==> config.mk <==
export PLATFORM = sky130hd
export DESIGN_NAME = ght_engine
export DESIGN_NICKNAME = d
export VERILOG_FILES = /design/src/design/ght_pkg.sv /design/src/design/ght_engine.sv
export SDC_FILE = /design/constraint.sdc
export NUM_CORES = 1
export LEC_CHECK = 0
export BUFFER_PORTS_ARGS = -buffer_cell sky130_fd_sc_hd__buf_4
export CAP_MARGIN = 15
export CORE_MARGIN = 5
export CORE_UTILIZATION = 54
export CTS_BUF_LIST = sky130_fd_sc_hd__clkbuf_4 sky130_fd_sc_hd__clkbuf_8
export CTS_CLUSTER_DIAMETER = 80
export CTS_CLUSTER_SIZE = 10
export DETAILED_ROUTE_END_ITERATION = 10
export PLACE_DENSITY = 0.87
export SYNTH_ARGS = -nofsm -noshare
export SYNTH_HDL_FRONTEND = slang
export SYNTH_SLANG_ARGS = --single-unit
==> constraint.sdc <==
create_clock -name aclk -period 6 [get_ports aclk]
set_clock_uncertainty 0.2 [all_clocks]
set_input_delay 1.2 -clock aclk [delete_from_list [all_inputs] [get_ports aclk]]
set_output_delay 1.2 -clock aclk [all_outputs]
set_load 0.02 [all_outputs]
==> src/design/ght_pkg.sv <==
// shared types and codes for the generational handle table
`default_nettype none

package ght_pkg;

    localparam int REF_W  = 32;
    localparam int SLOT_W = 10;
    localparam int GENF_W = 16;
    localparam int USE_W  = 11;
    localparam int STAT_W = 2;

    localparam logic OP_ALLOC = 1'b0;
    localparam logic OP_FREE  = 1'b1;

    localparam logic [STAT_W-1:0] STAT_OK    = 2'd0;
    localparam logic [STAT_W-1:0] STAT_FULL  = 2'd1;
    localparam logic [STAT_W-1:0] STAT_STALE = 2'd2;
    localparam logic [STAT_W-1:0] STAT_ZREF  = 2'd3;

    typedef struct packed {
        logic              operation;
        logic [REF_W-1:0]  object_ref;
        logic [SLOT_W-1:0] slot_index;
        logic [GENF_W-1:0] generation;
    } ght_req_t;

    typedef struct packed {
        logic [STAT_W-1:0] status;
        logic [SLOT_W-1:0] handle_slot;
        logic [GENF_W-1:0] handle_generation;
        logic [USE_W-1:0]  slots_in_use;
    } ght_result_t;

endpackage

`default_nettype wire

==> src/design/ght_engine.sv <==
// sequencer: clearing pass, allocate scan and free check over the slot memory
`default_nettype none

module ght_engine #(
    parameter int SLOT_COUNT = 1024,
    parameter int GEN_BITS   = 16,
    parameter int IDX_W      = 10,
    parameter int CNT_W      = 11
) (
    input  wire logic                                aclk,
    input  wire logic                                aresetn,
    input  wire ght_pkg::ght_req_t                   req,
    input  wire logic                                req_valid,
    output logic                                     req_ready,
    output logic                                     rd_en,
    output logic [IDX_W-1:0]                         rd_addr,
    input  wire logic [ght_pkg::REF_W+GEN_BITS-1:0]  rd_data,
    output logic                                     wr_en,
    output logic [IDX_W-1:0]                         wr_addr,
    output logic [ght_pkg::REF_W+GEN_BITS-1:0]       wr_data,
    output ght_pkg::ght_result_t                     res,
    output logic                                     res_valid,
    input  wire logic                                res_ready
);

    import ght_pkg::*;

    localparam logic [2:0] S_CLEAR = 3'd0;
    localparam logic [2:0] S_IDLE  = 3'd1;
    localparam logic [2:0] S_SCAN  = 3'd2;
    localparam logic [2:0] S_FREE  = 3'd3;
    localparam logic [2:0] S_RESP  = 3'd4;

    localparam logic [IDX_W-1:0] LAST_IDX = IDX_W'(SLOT_COUNT - 1);
    localparam logic [CNT_W-1:0] LAST_TRY = CNT_W'(SLOT_COUNT - 1);

    logic [2:0]          state_reg, state_next;
    logic [IDX_W-1:0]    clr_reg, clr_next;
    logic [IDX_W-1:0]    cursor_reg, cursor_next;
    logic [CNT_W-1:0]    count_reg, count_next;
    logic [IDX_W-1:0]    chk_reg, chk_next;
    logic [CNT_W-1:0]    tries_reg, tries_next;
    logic [REF_W-1:0]    ref_reg, ref_next;
    logic [GENF_W-1:0]   gen_in_reg, gen_in_next;
    logic [IDX_W-1:0]    idx_reg, idx_next;
    logic [STAT_W-1:0]   stat_reg, stat_next;
    logic [SLOT_W-1:0]   slot_reg, slot_next;
    logic [GENF_W-1:0]   gen_out_reg, gen_out_next;

    logic [REF_W-1:0]    ent_ref;
    logic [GEN_BITS-1:0] ent_gen;
    logic [GEN_BITS-1:0] gen_inc;
    logic [31:0]         ent_gen32, inc_gen32, in_gen32, chk32, cnt32, idx32;
    logic [IDX_W-1:0]    chk_adv;
    logic                idx_out_of_range;
    logic                table_full;

    assign ent_ref   = rd_data[REF_W-1:0];
    assign ent_gen   = rd_data[REF_W +: GEN_BITS];
    assign gen_inc   = ent_gen + GEN_BITS'(1);
    assign ent_gen32 = 32'(ent_gen);
    assign inc_gen32 = 32'(gen_inc);
    assign in_gen32  = 32'(gen_in_reg);
    assign chk32     = 32'(chk_reg);
    assign cnt32     = 32'(count_reg);
    assign idx32     = 32'(req.slot_index);
    assign chk_adv   = (chk_reg == LAST_IDX) ? '0 : chk_reg + IDX_W'(1);

    assign idx_out_of_range = idx32 >= 32'(SLOT_COUNT);
    assign table_full       = cnt32 >= 32'(SLOT_COUNT);

    assign req_ready = (state_reg == S_IDLE);
    assign res_valid = (state_reg == S_RESP);

    assign res.status            = stat_reg;
    assign res.handle_slot       = slot_reg;
    assign res.handle_generation = gen_out_reg;
    assign res.slots_in_use      = cnt32[USE_W-1:0];

    always_comb begin
        state_next   = state_reg;
        clr_next     = clr_reg;
        cursor_next  = cursor_reg;
        count_next   = count_reg;
        chk_next     = chk_reg;
        tries_next   = tries_reg;
        ref_next     = ref_reg;
        gen_in_next  = gen_in_reg;
        idx_next     = idx_reg;
        stat_next    = stat_reg;
        slot_next    = slot_reg;
        gen_out_next = gen_out_reg;
        rd_en        = 1'b0;
        rd_addr      = chk_reg;
        wr_en        = 1'b0;
        wr_addr      = chk_reg;
        wr_data      = '0;

        unique case (state_reg)
            S_CLEAR: begin
                // zero one entry per cycle after reset
                wr_en   = 1'b1;
                wr_addr = clr_reg;
                clr_next = clr_reg + IDX_W'(1);
                if (clr_reg == LAST_IDX) begin
                    state_next = S_IDLE;
                end
            end
            S_IDLE: begin
                if (req_valid) begin
                    ref_next    = req.object_ref;
                    gen_in_next = req.generation;
                    idx_next    = idx32[IDX_W-1:0];
                    if (req.operation == OP_ALLOC) begin
                        if (table_full) begin
                            stat_next    = STAT_FULL;
                            slot_next    = '0;
                            gen_out_next = '0;
                            state_next   = S_RESP;
                        end else if (req.object_ref == '0) begin
                            stat_next    = STAT_ZREF;
                            slot_next    = '0;
                            gen_out_next = '0;
                            state_next   = S_RESP;
                        end else begin
                            rd_en      = 1'b1;
                            rd_addr    = cursor_reg;
                            chk_next   = cursor_reg;
                            tries_next = '0;
                            state_next = S_SCAN;
                        end
                    end else begin
                        if (idx_out_of_range) begin
                            stat_next    = STAT_STALE;
                            slot_next    = req.slot_index;
                            gen_out_next = '0;
                            state_next   = S_RESP;
                        end else begin
                            rd_en      = 1'b1;
                            rd_addr    = idx32[IDX_W-1:0];
                            state_next = S_FREE;
                        end
                    end
                end
            end
            S_SCAN: begin
                // rd_data holds the entry at chk_reg; if that slot is taken, the next slot is read meanwhile
                if (ent_ref == '0) begin
                    wr_en        = 1'b1;
                    wr_addr      = chk_reg;
                    wr_data      = {gen_inc, ref_reg};
                    cursor_next  = chk_reg;
                    count_next   = count_reg + CNT_W'(1);
                    stat_next    = STAT_OK;
                    slot_next    = chk32[SLOT_W-1:0];
                    gen_out_next = inc_gen32[GENF_W-1:0];
                    state_next   = S_RESP;
                end else if (tries_reg == LAST_TRY) begin
                    stat_next    = STAT_FULL;
                    slot_next    = '0;
                    gen_out_next = '0;
                    state_next   = S_RESP;
                end else begin
                    rd_en      = 1'b1;
                    rd_addr    = chk_adv;
                    chk_next   = chk_adv;
                    tries_next = tries_reg + CNT_W'(1);
                end
            end
            S_FREE: begin
                slot_next = 32'(idx_reg) >= 32'(1 << SLOT_W) ? '0 : SLOT_W'(idx_reg);
                if (ent_ref == '0 || ent_gen32 != in_gen32) begin
                    stat_next    = STAT_STALE;
                    gen_out_next = ent_gen32[GENF_W-1:0];
                end else begin
                    wr_en        = 1'b1;
                    wr_addr      = idx_reg;
                    wr_data      = {gen_inc, {REF_W{1'b0}}};
                    stat_next    = STAT_OK;
                    gen_out_next = inc_gen32[GENF_W-1:0];
                    if (count_reg != '0) begin
                        count_next = count_reg - CNT_W'(1);
                    end
                end
                state_next = S_RESP;
            end
            S_RESP: begin
                if (res_ready) begin
                    state_next = S_IDLE;
                end
            end
            default: begin
                state_next = S_IDLE;
            end
        endcase
    end

    always_ff @(posedge aclk) begin
        if (!aresetn) begin
            state_reg  <= S_CLEAR;
            clr_reg    <= '0;
            cursor_reg <= '0;
            count_reg  <= '0;
        end else begin
            state_reg  <= state_next;
            clr_reg    <= clr_next;
            cursor_reg <= cursor_next;
            count_reg  <= count_next;
        end
    end

    always_ff @(posedge aclk) begin
        chk_reg     <= chk_next;
        tries_reg   <= tries_next;
        ref_reg     <= ref_next;
        gen_in_reg  <= gen_in_next;
        idx_reg     <= idx_next;
        stat_reg    <= stat_next;
        slot_reg    <= slot_next;
        gen_out_reg <= gen_out_next;
    end

endmodule

`default_nettype wire

Word level (Yosys, flattened, before mapping)

Index checks and enable logic that the tools add are counted.

Add/subtract/negate cells: 6
Order comparisons: 2
Eq/ne operators: 22
Muxes and demuxes: 75
Reductions and logical operators: 15

Operators by type and width:

| operator                                               | count |
|---|---|
| two-way mux 10 bit                                     | 18 |
| two-way mux 16 bit                                     | 8 |
| two-way mux 11 bit                                     | 9 |
| two-way mux 48 bit                                     | 2 |
| one-hot mux 48 bit (2 select lines)                    | 1 |
| zero test 32 bit                                       | 2 |
| one-hot mux 10 bit (2 select lines)                    | 3 |
| one-hot mux 16 bit (3 select lines)                    | 1 |
| one-hot mux 11 bit (2 select lines)                    | 2 |
| one-hot mux 10 bit (3 select lines)                    | 1 |
| two-way mux 3 bit                                      | 9 |
| adder 11 x 1 -> 11 bit (second input constant)         | 2 |
| adder 10 x 1 -> 10 bit (second input constant)         | 2 |
| equality test 10 bit (second input constant)           | 2 |
| != test 2 bit (second input constant)                  | 10 |
| adder 16 x 1 -> 16 bit (second input constant)         | 1 |
| two-way mux 2 bit                                      | 8 |
| != test 16 bit                                         | 1 |
| one-hot mux 3 bit (5 select lines)                     | 1 |
| equality test 11 x 10 -> 1 bit (second input constant) | 1 |
| >= comparator 10 x 11 -> 1 bit (second input constant) | 1 |
| >= comparator 11 bit (second input constant)           | 1 |
| nonzero test 11 bit                                    | 1 |
| subtractor 11 x 1 -> 11 bit (second input constant)    | 1 |
| 20 further kinds                                       | 32 |

Flip-flop bits (word level): 141
Input bits: 111
Output and inout bits: 111
Logic and storage cells: 132

Longest topological paths before layout

Gate-level depths: netlist of run 1.

Word-level depth: 6
Gate-level depth with buffers: 10
Mapped depth without buffers: 8

Worst setup path before layout of run 1

OpenSTA, ideal clock, no wires.

Path kind: input port to output port
Start point: input req_valid
End point: output rd_addr[0]
Arrival: 4.511 ns
Data required time: 4.600 ns
Setup slack: 0.089 ns
Cell stages on the path: 6
Path buffers: 1
Path through: inv_1 nor4b_1 clkbuf_1 o21ai_0 nand3_1 nand4b_1

Cells in the longest elaborated chain, start to end: 2

Ends and longest elaborated chain:

| element                             | RTL line          | RTL |
|---|---|---|
| from (decl)                         | ght_engine.sv:13  | `input wire logic req_valid,` |
| two-way mux 10 bit                  | ght_engine.sv:110 | `if (req_valid) begin` |
| one-hot mux 10 bit (2 select lines) | ght_engine.sv:99  | `unique case (state_reg)` |
| to (decl)                           | ght_engine.sv:16  | `output logic [IDX_W-1:0] rd_addr,` |

Every way passes these cells.

Worst setup path after layout of run 1

Start point: input rd_data[9] (netlist bit)
End point: output wr_data[32] (netlist bit)

Cells in the longest elaborated chain, start to end: 4
Elaborated cells on any way between the ends: 5
Those cells by class: 3 x mux; 2 x reduce/logical

Ends and longest elaborated chain:

| element                               | RTL line                             | RTL |
|---|---|---|
| from (decl)                           | ght_engine.sv:17                     | `input wire logic [ght_pkg::REF_W+GEN_BITS-1:0] rd_data,` |
| zero test 32 bit *                    | ght_engine.sv:148, ght_engine.sv:172 |  |
| logical OR 1 bit                      | ght_engine.sv:172                    | `if (ent_ref == '0 \|\| ent_gen32 != in_gen32) begin` |
| two-way mux 48 bit                    | ght_engine.sv:172                    |  |
| one-hot mux 48 bit (2 select lines) * | ght_engine.sv:99                     |  |
| to (decl)                             | ght_engine.sv:20                     | `output logic [ght_pkg::REF_W+GEN_BITS-1:0] wr_data,` |

Mark *: on every way between the ends. The rest lies on a longest branch, timed or not.

==> results of run 1 <==
## synth_stat cells (13+ instances only)
| library cell | number |
|---|---|
| sky130_fd_sc_hd__nor4_1 | 28 |
| sky130_fd_sc_hd__and3_1 | 48 |
| sky130_fd_sc_hd__xnor2_1 | 19 |
| sky130_fd_sc_hd__nor3_1 | 20 |
| sky130_fd_sc_hd__o21ai_0 | 19 |
| sky130_fd_sc_hd__a31oi_1 | 15 |
| sky130_fd_sc_hd__xor2_1 | 34 |
| sky130_fd_sc_hd__nand3_1 | 29 |
| sky130_fd_sc_hd__inv_1 | 15 |
| sky130_fd_sc_hd__dfxtp_1 | 34 |
| sky130_fd_sc_hd__a21oi_1 | 59 |
| sky130_fd_sc_hd__nor2_1 | 61 |
| sky130_fd_sc_hd__buf_2 | 15 |
| sky130_fd_sc_hd__clkbuf_1 | 50 |
| sky130_fd_sc_hd__nand4_1 | 15 |
| sky130_fd_sc_hd__o21a_1 | 17 |
| sky130_fd_sc_hd__edfxtp_1 | 107 |
| sky130_fd_sc_hd__nand2_1 | 67 |
| sky130_fd_sc_hd__a21o_1 | 13 |
## final cells by class
type / instances / share of cell area, %
multi-input combinational: 578 / 36.3
clock buffer: 19 / 2.50
inverter: 15 / 0.565
tap: 184 / 2.31
timing repair buffer: 236 / 17.8
sequential: 141 / 39.1
clock inverter: 13 / 1.42
## power breakdown
part | internal (W) | leakage [nW] | switching, W
clock network | 0.000381 | 0.195 | 0.000382
logic | 0.0000657 | 2.51 | 0.0000589
registers | 0.00104 | 1.28 | 0.00000219
total | 0.00149 | 3.99 | 0.000443
## worst max-delay path by stage
stage / endpoint / slack [ns] / cells past startpoint
2_1_floorplan: rd_addr[0] / 0.09 / 6
3_3_place_gp: wr_data[32] / 0.95 / 10
3_5_place_dp: wr_data[32] / 0.90 / 10
4_1_cts: wr_data[32] / 0.87 / 10
5_1_grt: wr_data[32] / 0.73 / 10
6_report: wr_data[32] / 0.90 / 10
## cells in the final DEF (no fill, tap or decap), types with 5 or more instances in the layout
cell type	instances
sky130_fd_sc_hd__xor2_1	34
sky130_fd_sc_hd__nor4_1	28
sky130_fd_sc_hd__a21o_1	13
sky130_fd_sc_hd__nand4_1	15
sky130_fd_sc_hd__buf_4	236
sky130_fd_sc_hd__or3_1	12
sky130_fd_sc_hd__and2_1	5
sky130_fd_sc_hd__nand2b_1	7
sky130_fd_sc_hd__dfxtp_1	34
sky130_fd_sc_hd__a22o_1	7
sky130_fd_sc_hd__nand2_1	67
sky130_fd_sc_hd__nor2_1	59
sky130_fd_sc_hd__edfxtp_1	107
sky130_fd_sc_hd__o21ai_0	19
sky130_fd_sc_hd__mux2i_1	8
sky130_fd_sc_hd__nand3_1	29
sky130_fd_sc_hd__xnor2_1	19
sky130_fd_sc_hd__o21a_1	17
sky130_fd_sc_hd__a32oi_1	7
sky130_fd_sc_hd__a21oi_1	59
sky130_fd_sc_hd__nor3_1	18
sky130_fd_sc_hd__inv_1	15
sky130_fd_sc_hd__clkbuf_8	17
sky130_fd_sc_hd__ha_1	6
sky130_fd_sc_hd__nand3b_1	6
sky130_fd_sc_hd__a31oi_1	15
sky130_fd_sc_hd__and3_1	48
sky130_fd_sc_hd__and4_1	7
## stage by stage
step	worst slack, ns	power, W	hold WS [ns]
final	0.895	0.00193	0.282
after global routing	0.725	0.00199	0.304
after CTS	0.875	0.00194	0.280
after detailed placement	0.897	0.00119	0.268
after global placement	0.950	0.00119	0.244
after floorplan	0.0894	0.00111	0.236
## cells by family after synthesis
kind of cell,after synthesis,synth area share (%)
buffers and inverters,82,4.18
DFF,141,49.8
xor gates and xnor gates,53,5.94
adders and majority gates,6,0.961
and+or+nand+nor,330,22.5
AOI/OAI and AO/OA,180,15.4
muxes,9,1.17
## metal layers
metal	up-vias	track usage [%]	share of wire [%]	wire, um
li1	3378	-	-	-
met1	3488	35.7	38	9150
met2	469	45.8	49	11800
met3	65	5.40	9.4	2250
met4	0	11.5	3.1	738
met5	-	0	0	0
## worst min-delay path, delay by kind of cell, from the launching register on
kind               cells  cell delay (ns)
AOI/OAI and AO/OA      1             0.05
and+or+nand+nor        1             0.06
DFF                    1             0.33
==> impl_summary.txt, run 1 <==
----------------------------------------------------
[Timing]
  Total setup violations reported at the end of the flow ... 0
  Worst-Margin Slew ... 1.14 ns
  Min cycle time layout ... 5.10 ns
  RSZ-0062 raised after global routing ... false
  Fmax ... 196 MHz
  Hold violation count in the final report ... 0
  Final slew viol count ... 0
  Worst relative slew slack ... 23.8%
  Final TNS setup ... 0 ns
  Tcrit/Tclk final ... 85.1%

[Worst setup path]
  FF-to-FF path depth ... 8
  Crit Reg-Reg Endpoint ... count_reg[10]$_SDFFE_PN0P_
  CP startpoint ... rd_data[9]
  Worst path bufs/invs ... 3
  Category of the most critical setup path ... in2out
  Crit start category ... input pin
  Start of the worst register-to-register path ... state_reg[1]$_SDFFE_PN0P_
  Worst EP arrival ... 3.70 ns
  Critical path's largest stage delay ... 0.57 ns
  CP Data Required Time ... 4.60 ns
  Kind of cell with the highest combined delay on the critical path ... simple AND/OR/NAND/NOR gates
  Library cell contributing the largest single delay on the critical path ... sky130_fd_sc_hd__nor4_1
  Max FO, Critical Path ... 12
  Critical path cell sequence ... buf_4, nor4_1, and4_1, nand2_1, nand2b_1, inv_1, ha_1, nand2_1, a21oi_1, buf_4
  Kind of capture point of the worst setup path ... primary output
  Worst R2R Setup Slack ... 2.41 ns

[Drt]
  Routed via count divided by cell count ... 6.24
  Remaining antenna violation count ... 0
  Pre-antenna DRT Iters ... 6
  Wire length per cell after detailed routing ... 20.2 um
  Via total after detailed routing ... 7,400
  Remaining DRCs ... 0
  Final Routed Wirelength ... 24,000 um
  Number of DRC violations after detailed-routing iteration 0 ... 948

[Place]
  Post-detailed-placement cell area ... 9570 um^2
  Number of buffers inserted by port buffering ... 221
  Routability congestion estimate ... 0.927
  Detailed placement HPWL ... 17,500 um
  Count of placed standard cells including taps ... 1,154

[Die]
  Die Width ... 130 um
  Die Y-Extent ... 130 um
  Area enclosed by the die boundary ... 17,000 um^2
  Starting Density ... 54.4%
  CORE AREA ... 14,400 um^2
  Standard-cell row count ... 44
  Top-level port count ... 222

[Pwr]
  Leakage power figure ... 3.99 nW
  Power per Cell Area ... 194 nW/um^2
  Maximum ir drop on the vdd rail ... 195 uV

[GRT]
  All-layer global routing usage ... 27.7%
  Global-route wire length before repair ... 36,500 um
  Maximum number of pins on one net before global-route repair ... 52
  Number of antenna violations at the first check in global routing ... 0
  GR Overflow Total ... 0
  Vias in the first global route ... 7,002

[Clocking]
  Number of buffers created by CTS ... 17
  Clock transition at the register clock pins on the worst setup and hold paths after CTS ... 0.07 ns
  Clk buf depth ... 2
  TritonCTS sink count ... 141
  # hold bufs at CTS ... 0
  # resized after CTS ... 0
  Clock latency on the worst-skew pair ... 0.45 ns
  TritonCTS clock tree ... built
  Setup fix buffers added after clock tree synthesis ... 0
  H-tree levels ... 4
  Cell chosen for the clock root ... sky130_fd_sc_hd__clkbuf_8

[Final layout]
  Sequential cell area ... 3890 um^2
  Non-filler instance count after layout ... 1,186
  Number of fill cells in the layout ... 1,095
  Post-Route Utilization ... 69.3%
  Number of antenna diodes ... 0
  Share of layout cells above drive strength 1 ... 28.7%
  Post-route design area ... 9960 um^2
  Flip-flop count of the largest register after layout ... 32
  Layout overhead on the synthesized area ... 27.5%
  Net total in the final layout ... 1,106
  Combined area of the multi-input logic cells ... 3620 um^2

[Min path]
  Hold path startpoint ... cursor_reg[9]$_SDFFE_PN0P_
  Worst Hold Class ... reg2reg
  Number of stages on the worst hold path ... 2
  Worst hold endpoint ... cursor_reg[9]$_SDFFE_PN0P_

[Synth]
  Flip-flop and latch count after synthesis ... 141
  Area fraction of the dominant cell type after synthesis ... 41.1%
  Post-Synthesis Net Count ... 918
  Asr flop ratio synth ... 0%
  Number of enable-type register cells in the synthesized netlist ... 107
  Share of synthesized area occupied by flip-flops and latches ... 49.8%
  Synth Flop Type ... sky130_fd_sc_hd__edfxtp_1
  Unique masters post-synth ... 64
  Post-synthesis cell count ... 801
  Top post-synthesis cells by area ... sky130_fd_sc_hd__edfxtp_1 (41%), sky130_fd_sc_hd__dfxtp_1 (8.7%), sky130_fd_sc_hd__and3_1 (3.8%)
  Dominant cell type by area after synthesis ... sky130_fd_sc_hd__edfxtp_1
  Per-instance average area after synthesis ... 9.75 um^2
  Number of warning messages in the yosys log ... 0
  Cell area after synthesis ... 7810 um^2

[Flow run]
  Max capacitance violation total ... 0

[Status]
  Result of the run ... finished, final reports clean

----------------------------------------------------
Note: power is estimated with default switching activity, not from simulation.
==> run 2, diff against run 1 <==
==> constraint.sdc (replaced) <==
create_clock -name aclk -period 6 [get_ports aclk]
set_clock_uncertainty 0.2 [all_clocks]
set_input_delay 0.9 -clock aclk [delete_from_list [all_inputs] [get_ports aclk]]
set_output_delay 0.9 -clock aclk [all_outputs]
set_load 0.02 [all_outputs]
==> run 2 against run 1 <==
Compared with the run above:
- the run now ends with DRC left
- largest cell class unchanged
- count of clock-buffer cells in the layout increased by 2
- via count decreased by 1.3%
- core utilization increased by 0.37 points
- register-to-register slack improved by 0.04 ns
- largest power group unchanged
- combinational power about the same
- design area increased by 0.53%
- highest routed layer unchanged
- first-iteration DRC count increased by 4.4%
- clock power increased by 11%
- critical path type unchanged
==> impl_summary.txt, run 2 (same netlist as run 1, synthesis figures left out) <==
----------------------------------------------------
[Final layout]
  Number of fill cells in the layout ... 1,104 (was 1,095)
  Flip-flop count of the largest register after layout ... 32 (unchanged)
  Most common cell after layout, fill and taps aside ... sky130_fd_sc_hd__buf_4 (unchanged)
  Layout overhead on the synthesized area ... 28.2% (was 27.5%)
  Commonest cells after routing, fill and taps aside ... sky130_fd_sc_hd__buf_4 (237), sky130_fd_sc_hd__edfxtp_1 (107), sky130_fd_sc_hd__nand2_1 (67) (was sky130_fd_sc_hd__buf_4 (236), sky130_fd_sc_hd__edfxtp_1 (107), sky130_fd_sc_hd__nand2_1 (67))
  Sequential cell area ... 3890 um^2 (unchanged)
  Post-Route Utilization ... 69.7% (was 69.3%)
  Net total in the final layout ... 1,107 (was 1,106)
  Number of antenna diodes ... 0 (unchanged)
  Combined area of the multi-input logic cells ... 3620 um^2 (unchanged)
  Share of layout cells above drive strength 1 ... 28.7% (about the same)

[Drt]
  Remaining antenna violation count ... 0 (unchanged)
  Via total after detailed routing ... 7,301 (was 7,400)
  Final Routed Wirelength ... 23,600 um (was 24,000 um)
  Wire length per cell after detailed routing ... 19.9 um (was 20.2 um)
  Number of DRC violations after detailed-routing iteration 0 ... 990 (was 948)
  Routed via count divided by cell count ... 6.15 (was 6.24)
  Remaining DRCs ... 1 (was 0)
  Pre-antenna DRT Iters ... 10 (was 6)

[Status]
  Result of the run ... complete, but fails checks (was finished, final reports clean)
  Failing checks ... DRC

[Timing]
  Fmax ... 214 MHz (was 196 MHz)
  Total setup violations reported at the end of the flow ... 0 (unchanged)
  Tcrit/Tclk final ... 77.9% (was 85.1%)
  Worst-Margin Slew ... 1.03 ns (was 1.14 ns)
  Worst relative slew slack ... 31.4% (was 23.8%)
  Min cycle time layout ... 4.68 ns (was 5.10 ns)
  Final slew viol count ... 0 (unchanged)
  Final TNS setup ... 0 ns (unchanged)
  Hold violation count in the final report ... 0 (unchanged)
  RSZ-0062 raised after global routing ... false (unchanged)

[Worst setup path]
  CP Data Required Time ... 4.90 ns (was 4.60 ns)
  Worst R2R Setup Slack ... 2.45 ns (was 2.41 ns)
  Crit start category ... input pin (unchanged)
  Category of the most critical setup path ... in2out (unchanged)
  FF-to-FF path depth ... 5 (was 8)
  Worst EP arrival ... 3.58 ns (was 3.70 ns)
  Kind of capture point of the worst setup path ... primary output (unchanged)
  Crit Reg-Reg Endpoint ... gen_out_reg[9]$_DFFE_PP_ (was count_reg[10]$_SDFFE_PN0P_)
  Max FO, Critical Path ... 16 (was 12)
  Start of the worst register-to-register path ... state_reg[0]$_SDFFE_PN0P_ (was state_reg[1]$_SDFFE_PN0P_)

[Clocking]
  Clock transition at the register clock pins on the worst setup and hold paths after CTS ... 0.08 ns (was 0.07 ns)
  Setup fix buffers added after clock tree synthesis ... 0 (unchanged)
  Cell chosen for the clock root ... sky130_fd_sc_hd__clkbuf_8 (unchanged)
  Clk buf depth ... 2 (unchanged)
  Number of buffers created by CTS ... 17 (unchanged)
  H-tree levels ... 4 (unchanged)
  TritonCTS sink count ... 141 (unchanged)
  # hold bufs at CTS ... 0 (unchanged)
  # resized after CTS ... 0 (unchanged)
  TritonCTS clock tree ... built (unchanged)
  Clock latency on the worst-skew pair ... 0.45 ns (about the same)

[Flow run]
  Max capacitance violation total ... 0 (unchanged)

[GRT]
  Vias in the first global route ... 6,634 (was 7,002)
  Maximum number of pins on one net before global-route repair ... 54 (was 52)
  GR Overflow Total ... 0 (unchanged)
  All-layer global routing usage ... 27.4% (was 27.7%)
  Number of antenna violations at the first check in global routing ... 0 (unchanged)
  Global-route wire length before repair ... 36,100 um (was 36,500 um)

[Min path]
  Worst hold endpoint ... cursor_reg[4]$_SDFFE_PN0P_ (was cursor_reg[9]$_SDFFE_PN0P_)
  Hold path startpoint ... cursor_reg[4]$_SDFFE_PN0P_ (was cursor_reg[9]$_SDFFE_PN0P_)
  Number of stages on the worst hold path ... 2 (unchanged)
  Worst Hold Class ... reg2reg (unchanged)

[Die]
  Top-level port count ... 222 (unchanged)
  CORE AREA ... 14,400 um^2 (unchanged)
  Die Width ... 130 um (unchanged)
  Die Y-Extent ... 130 um (unchanged)
  Area enclosed by the die boundary ... 17,000 um^2 (unchanged)
  Starting Density ... 54.4% (unchanged)
  Standard-cell row count ... 44 (unchanged)

[Place]
  Detailed placement HPWL ... 16,900 um (was 17,500 um)
  Number of buffers inserted by port buffering ... 221 (unchanged)
  Routability congestion estimate ... 0.969 (was 0.927)

[Pwr]
  Maximum ir drop on the vdd rail ... 233 uV (was 195 uV)
  Power per Cell Area ... 202 nW/um^2 (was 194 nW/um^2)
  Leakage power figure ... 4.02 nW (was 3.99 nW)

----------------------------------------------------
-- run 2: changes by cell type in the layout (fill, tap and decap cells not counted) --
cell,previous run,this run
sky130_fd_sc_hd__buf_4,236,237
sky130_fd_sc_hd__clkinv_2,2,1
sky130_fd_sc_hd__clkinv_1,1,2
sky130_fd_sc_hd__inv_6,3,1
sky130_fd_sc_hd__clkbuf_8,17,18
sky130_fd_sc_hd__clkinv_4,3,1
sky130_fd_sc_hd__bufinv_16,2,4
sky130_fd_sc_hd__clkbuf_4,2,3
-- run 2: layout make-up --
cell class / count / share of cell area [%]
multi-input cells: 578 / 36.1
clock inverters: 11 / 1.65
well taps: 184 / 2.30
inverters: 15 / 0.562
flip-flops and latches: 141 / 38.9
clock buffers: 21 / 2.70
repair buffers: 237 / 17.8
-- run 2: worst max-delay path, stage by stage --
cell	delay, ns
sky130_fd_sc_hd__buf_4	0.11
sky130_fd_sc_hd__nor4_1	0.59
sky130_fd_sc_hd__and4_1	0.31
sky130_fd_sc_hd__nand2_1	0.30
sky130_fd_sc_hd__nor2_1	0.69
sky130_fd_sc_hd__nor2_1	0.09
sky130_fd_sc_hd__buf_4	0.22
sky130_fd_sc_hd__nor3_1	0.19
sky130_fd_sc_hd__buf_4	0.17
-- run 2: worst max-delay path by stage --
stage,start,endpoint,slack (ns)
3_3_place_gp,rd_data[9],wr_data[38],1.44
4_1_cts,rd_data[9],wr_data[38],1.36
6_report,rd_data[9],wr_data[38],1.32
5_1_grt,rd_data[9],wr_data[38],1.12
2_1_floorplan,req_valid,rd_addr[0],0.69
3_5_place_dp,rd_data[9],wr_data[38],1.39
-- run 2: stage by stage --
stage / worst slack [ns] / cell area, um^2 / hold WS [ns] / cells / power [W]
CTS: 1.36 / 10000 / 0.262 / 1186 / 0.00203
floorplan: 0.689 / 7810 / 0.236 / 801 / 0.00111
finish: 1.32 / 10000 / 0.262 / 1187 / 0.00202
global route: 1.12 / 10000 / 0.298 / 1187 / 0.00208
global placement: 1.44 / 9570 / 0.244 / 1154 / 0.00119
detailed placement: 1.39 / 9570 / 0.251 / 1154 / 0.00119
-- run 2: power by group --
| part | total [W] | internal, W | switching, W | leakage, nW |
|---|---|---|---|---|
| combinational | 0.000124 | 0.0000656 | 0.0000579 | 2.52 |
| clock | 0.000848 | 0.000476 | 0.000372 | 0.216 |
| sequential | 0.00105 | 0.00104 | 0.00000214 | 1.28 |
-- run 2: metal layers --
| metal | wire [um] | vias up | global-route usage, % | share of wire [%] |
|---|---|---|---|---|
| li1 | - | 3378 | - | - |
| met1 | 9260 | 3408 | 38.0 | 39 |
| met2 | 11200 | 451 | 42.8 | 47 |
| met3 | 2470 | 64 | 6.10 | 10 |
| met4 | 701 | 0 | 8.86 | 3.0 |
| met5 | 0 | - | 0 | 0 |
==> run 3, diff against run 2 <==
Clock period 6 ns to 4.7 ns, I/O delays scaled along.
==> run 3 against run 2 <==
Compared with the run above:
- the flow now finishes without violations
- setup slack got worse by 0.72 ns
- wire length shrank 1.1%
- critical path depth down 2
- count of clock-buffer cells in the layout fell by 4
- global-route usage is 0.54 points lower
- sequential cell count unchanged
- largest cell class unchanged
- highest routed layer unchanged
==> impl_summary.txt, run 3 (same netlist as run 1, synthesis figures left out) <==
----------------------------------------------------
[Status]
  Result of the run ... finished, final reports clean (was complete, but fails checks)

[Place]
  Detailed placement HPWL ... 16,900 um (about the same)
  Routability congestion estimate ... 0.944 (was 0.969)
  Number of buffers inserted by port buffering ... 221 (unchanged)
  Post-detailed-placement cell area ... 9600 um^2 (was 9570 um^2)
  Worst slack at placement ... 0.888 ns (was 1.39 ns)

[GRT]
  Maximum number of pins on one net before global-route repair ... 54 (unchanged)
  GR Overflow Total ... 0 (unchanged)
  Vias in the first global route ... 6,846 (was 6,634)
  Global-route wire length before repair ... 35,200 um (was 36,100 um)
  Number of antenna violations at the first check in global routing ... 0 (unchanged)
  All-layer global routing usage ... 26.8% (was 27.4%)

[Min path]
  Number of stages on the worst hold path ... 1 (was 2)
  Worst hold endpoint ... gen_in_reg[9]$_DFFE_PP_ (was cursor_reg[4]$_SDFFE_PN0P_)
  Worst Hold Class ... in2reg (was reg2reg)
  Hold path startpoint ... req[9] (was cursor_reg[4]$_SDFFE_PN0P_)

[Drt]
  Wire length per cell after detailed routing ... 19.6 um (was 19.9 um)
  Routed via count divided by cell count ... 6.13 (was 6.15)
  Via total after detailed routing ... 7,280 (was 7,301)
  Number of DRC violations after detailed-routing iteration 0 ... 873 (was 990)
  Pre-antenna DRT Iters ... 6 (was 10)
  Remaining DRCs ... 0 (was 1)
  Remaining antenna violation count ... 0 (unchanged)
  Final Routed Wirelength ... 23,300 um (was 23,600 um)

[Timing]
  Worst-Margin Slew ... 1.15 ns (was 1.03 ns)
  Final slew viol count ... 0 (unchanged)
  Total setup violations reported at the end of the flow ... 0 (unchanged)
  Tcrit/Tclk final ... 87.1%
  Final TNS setup ... 0 ns (unchanged)
  Fmax ... 244 MHz
  Min cycle time layout ... 4.09 ns
  Hold violation count in the final report ... 0 (unchanged)
  Crit path setup slack, layout ... 0.607 ns (was 1.32 ns)
  Worst relative slew slack ... 23.0% (was 31.4%)
  RSZ-0062 raised after global routing ... false (unchanged)
  Hold WS ... 0.226 ns (was 0.262 ns)

[Die]
  Die Width ... 130 um (unchanged)
  CORE AREA ... 14,400 um^2 (unchanged)
  Die Y-Extent ... 130 um (unchanged)
  Top-level port count ... 222 (unchanged)
  Area enclosed by the die boundary ... 17,000 um^2 (unchanged)
  Starting Density ... 54.4% (unchanged)
  Standard-cell row count ... 44 (unchanged)

[Clocking]
  Cell chosen for the clock root ... sky130_fd_sc_hd__clkbuf_8 (unchanged)
  Number of buffers created by CTS ... 17 (unchanged)
  H-tree levels ... 4 (unchanged)
  TritonCTS sink count ... 141 (unchanged)
  TritonCTS clock tree ... built (unchanged)
  # resized after CTS ... 0 (unchanged)
  Clock latency on the worst-skew pair ... 0.45 ns (about the same)
  Setup fix buffers added after clock tree synthesis ... 0 (unchanged)
  Clk buf depth ... 2 (unchanged)
  # hold bufs at CTS ... 0 (unchanged)
  Clock transition at the register clock pins on the worst setup and hold paths after CTS ... 0.08 ns (about the same)

[Worst setup path]
  Worst R2R Setup Slack ... 1.46 ns (was 2.45 ns)
  Start of the worst register-to-register path ... state_reg[1]$_SDFFE_PN0P_ (was state_reg[0]$_SDFFE_PN0P_)
  Worst EP arrival ... 3.19 ns (was 3.58 ns)
  Most common cell type on the critical path ... sky130_fd_sc_hd__buf_4 (unchanged)
  FF-to-FF path depth ... 5 (unchanged)
  Kind of capture point of the worst setup path ... primary output (unchanged)
  CP Data Required Time ... 3.80 ns (was 4.90 ns)
  Crit start category ... flop (was input pin)
  Category of the most critical setup path ... reg2out (was in2out)
  Library cell contributing the largest single delay on the critical path ... sky130_fd_sc_hd__nor2_1 (unchanged)
  Critical path's largest stage delay ... 0.69 ns (about the same)
  Max FO, Critical Path ... 23 (was 16)
  Crit Reg-Reg Endpoint ... chk_reg[0]$_DFFE_PP_ (was gen_out_reg[9]$_DFFE_PP_)
  Critical path cell sequence ... nor2b_1, buf_4, nand2b_1, nor2_1, o311ai_0, nand3_1, buf_4 (was buf_4, nor4_1, and4_1, nand2_1, nor2_1, nor2_1, buf_4, nor3_1, buf_4)
  CP startpoint ... state_reg[1]$_SDFFE_PN0P_ (was rd_data[9])

[Final layout]
  Layout overhead on the synthesized area ... 27.4% (was 28.2%)
  Commonest cells after routing, fill and taps aside ... sky130_fd_sc_hd__buf_4 (237), sky130_fd_sc_hd__edfxtp_1 (107), sky130_fd_sc_hd__nand2_1 (67) (unchanged)
  Number of fill cells in the layout ... 1,104 (unchanged)
  Net total in the final layout ... 1,108 (was 1,107)
  Flip-flop count of the largest register after layout ... 32 (unchanged)
  Share of layout cells above drive strength 1 ... 28.9% (was 28.7%)
  Number of antenna diodes ... 0 (unchanged)
  Most common cell after layout, fill and taps aside ... sky130_fd_sc_hd__buf_4 (unchanged)
  Post-route design area ... 9950 um^2 (was 10,000 um^2)

[Flow run]
  Max capacitance violation total ... 0 (unchanged)

[Pwr]
  Maximum ir drop on the vdd rail ... 277 uV (was 233 uV)
  Sum of internal, switching and leakage power ... 0.00237 W (was 0.00202 W)
  Leakage power figure ... 3.97 nW (was 4.02 nW)
  Power per Cell Area ... 238 nW/um^2 (was 202 nW/um^2)

----------------------------------------------------
run 3: area by class of cell:
type                    count  area (um^2)  area share (%)
flip-flops and latches    141         3890            39.1
inverters                  15         56.3           0.566
well taps                 184          230            2.31
clock buffers              17          234            2.35
repair buffers            238         1800            18.1
clock inverters            15          118            1.18
multi-input cells         578         3620            36.4
run 3: metrics by stage:
| stage | util (%) | instances |
|---|---|---|
| final | 69.2 | 1188 |
| after CTS | 69.2 | 1188 |
| after detailed placement | 66.8 | 1156 |
| after global routing | 69.2 | 1188 |
| after floorplan | - | 801 |
| after global placement | 66.8 | 1156 |
run 3: where the power goes:
group	internal [W]	switching, W	leakage [nW]
Sequential	0.00133	0.00000300	1.28
Combinational	0.0000839	0.0000760	2.52
Clock	0.000370	0.000503	0.161
run 3: worst max-delay path by stage:
stage	slack (ns)	end
6_report	0.61	rd_addr[2]
5_1_grt	0.39	rd_addr[2]
4_1_cts	0.70	rd_addr[2]
3_5_place_dp	0.89	wr_data[32]
3_3_place_gp	0.90	wr_data[32]
2_1_floorplan	0.33	gen_out_reg[0]$_DFFE_PP_
run 3: metal layers:
metal	vias up	share of wire (%)	GRT usage [%]
met5	-	0	0
met4	0	3.8	11.9
met3	88	9.0	6.34
met2	418	48	43.0
met1	3398	39	34.7
li1	3376	-	-
run 3: worst max-delay path: cells and delay by family (launching register included):
family,cells,cell delay [ns]
flip-flops,1,0.61
buffers and inverters,2,0.43
AO/OA/AOI/OAI,1,0.27
AND/OR/NAND/NOR,4,1.42
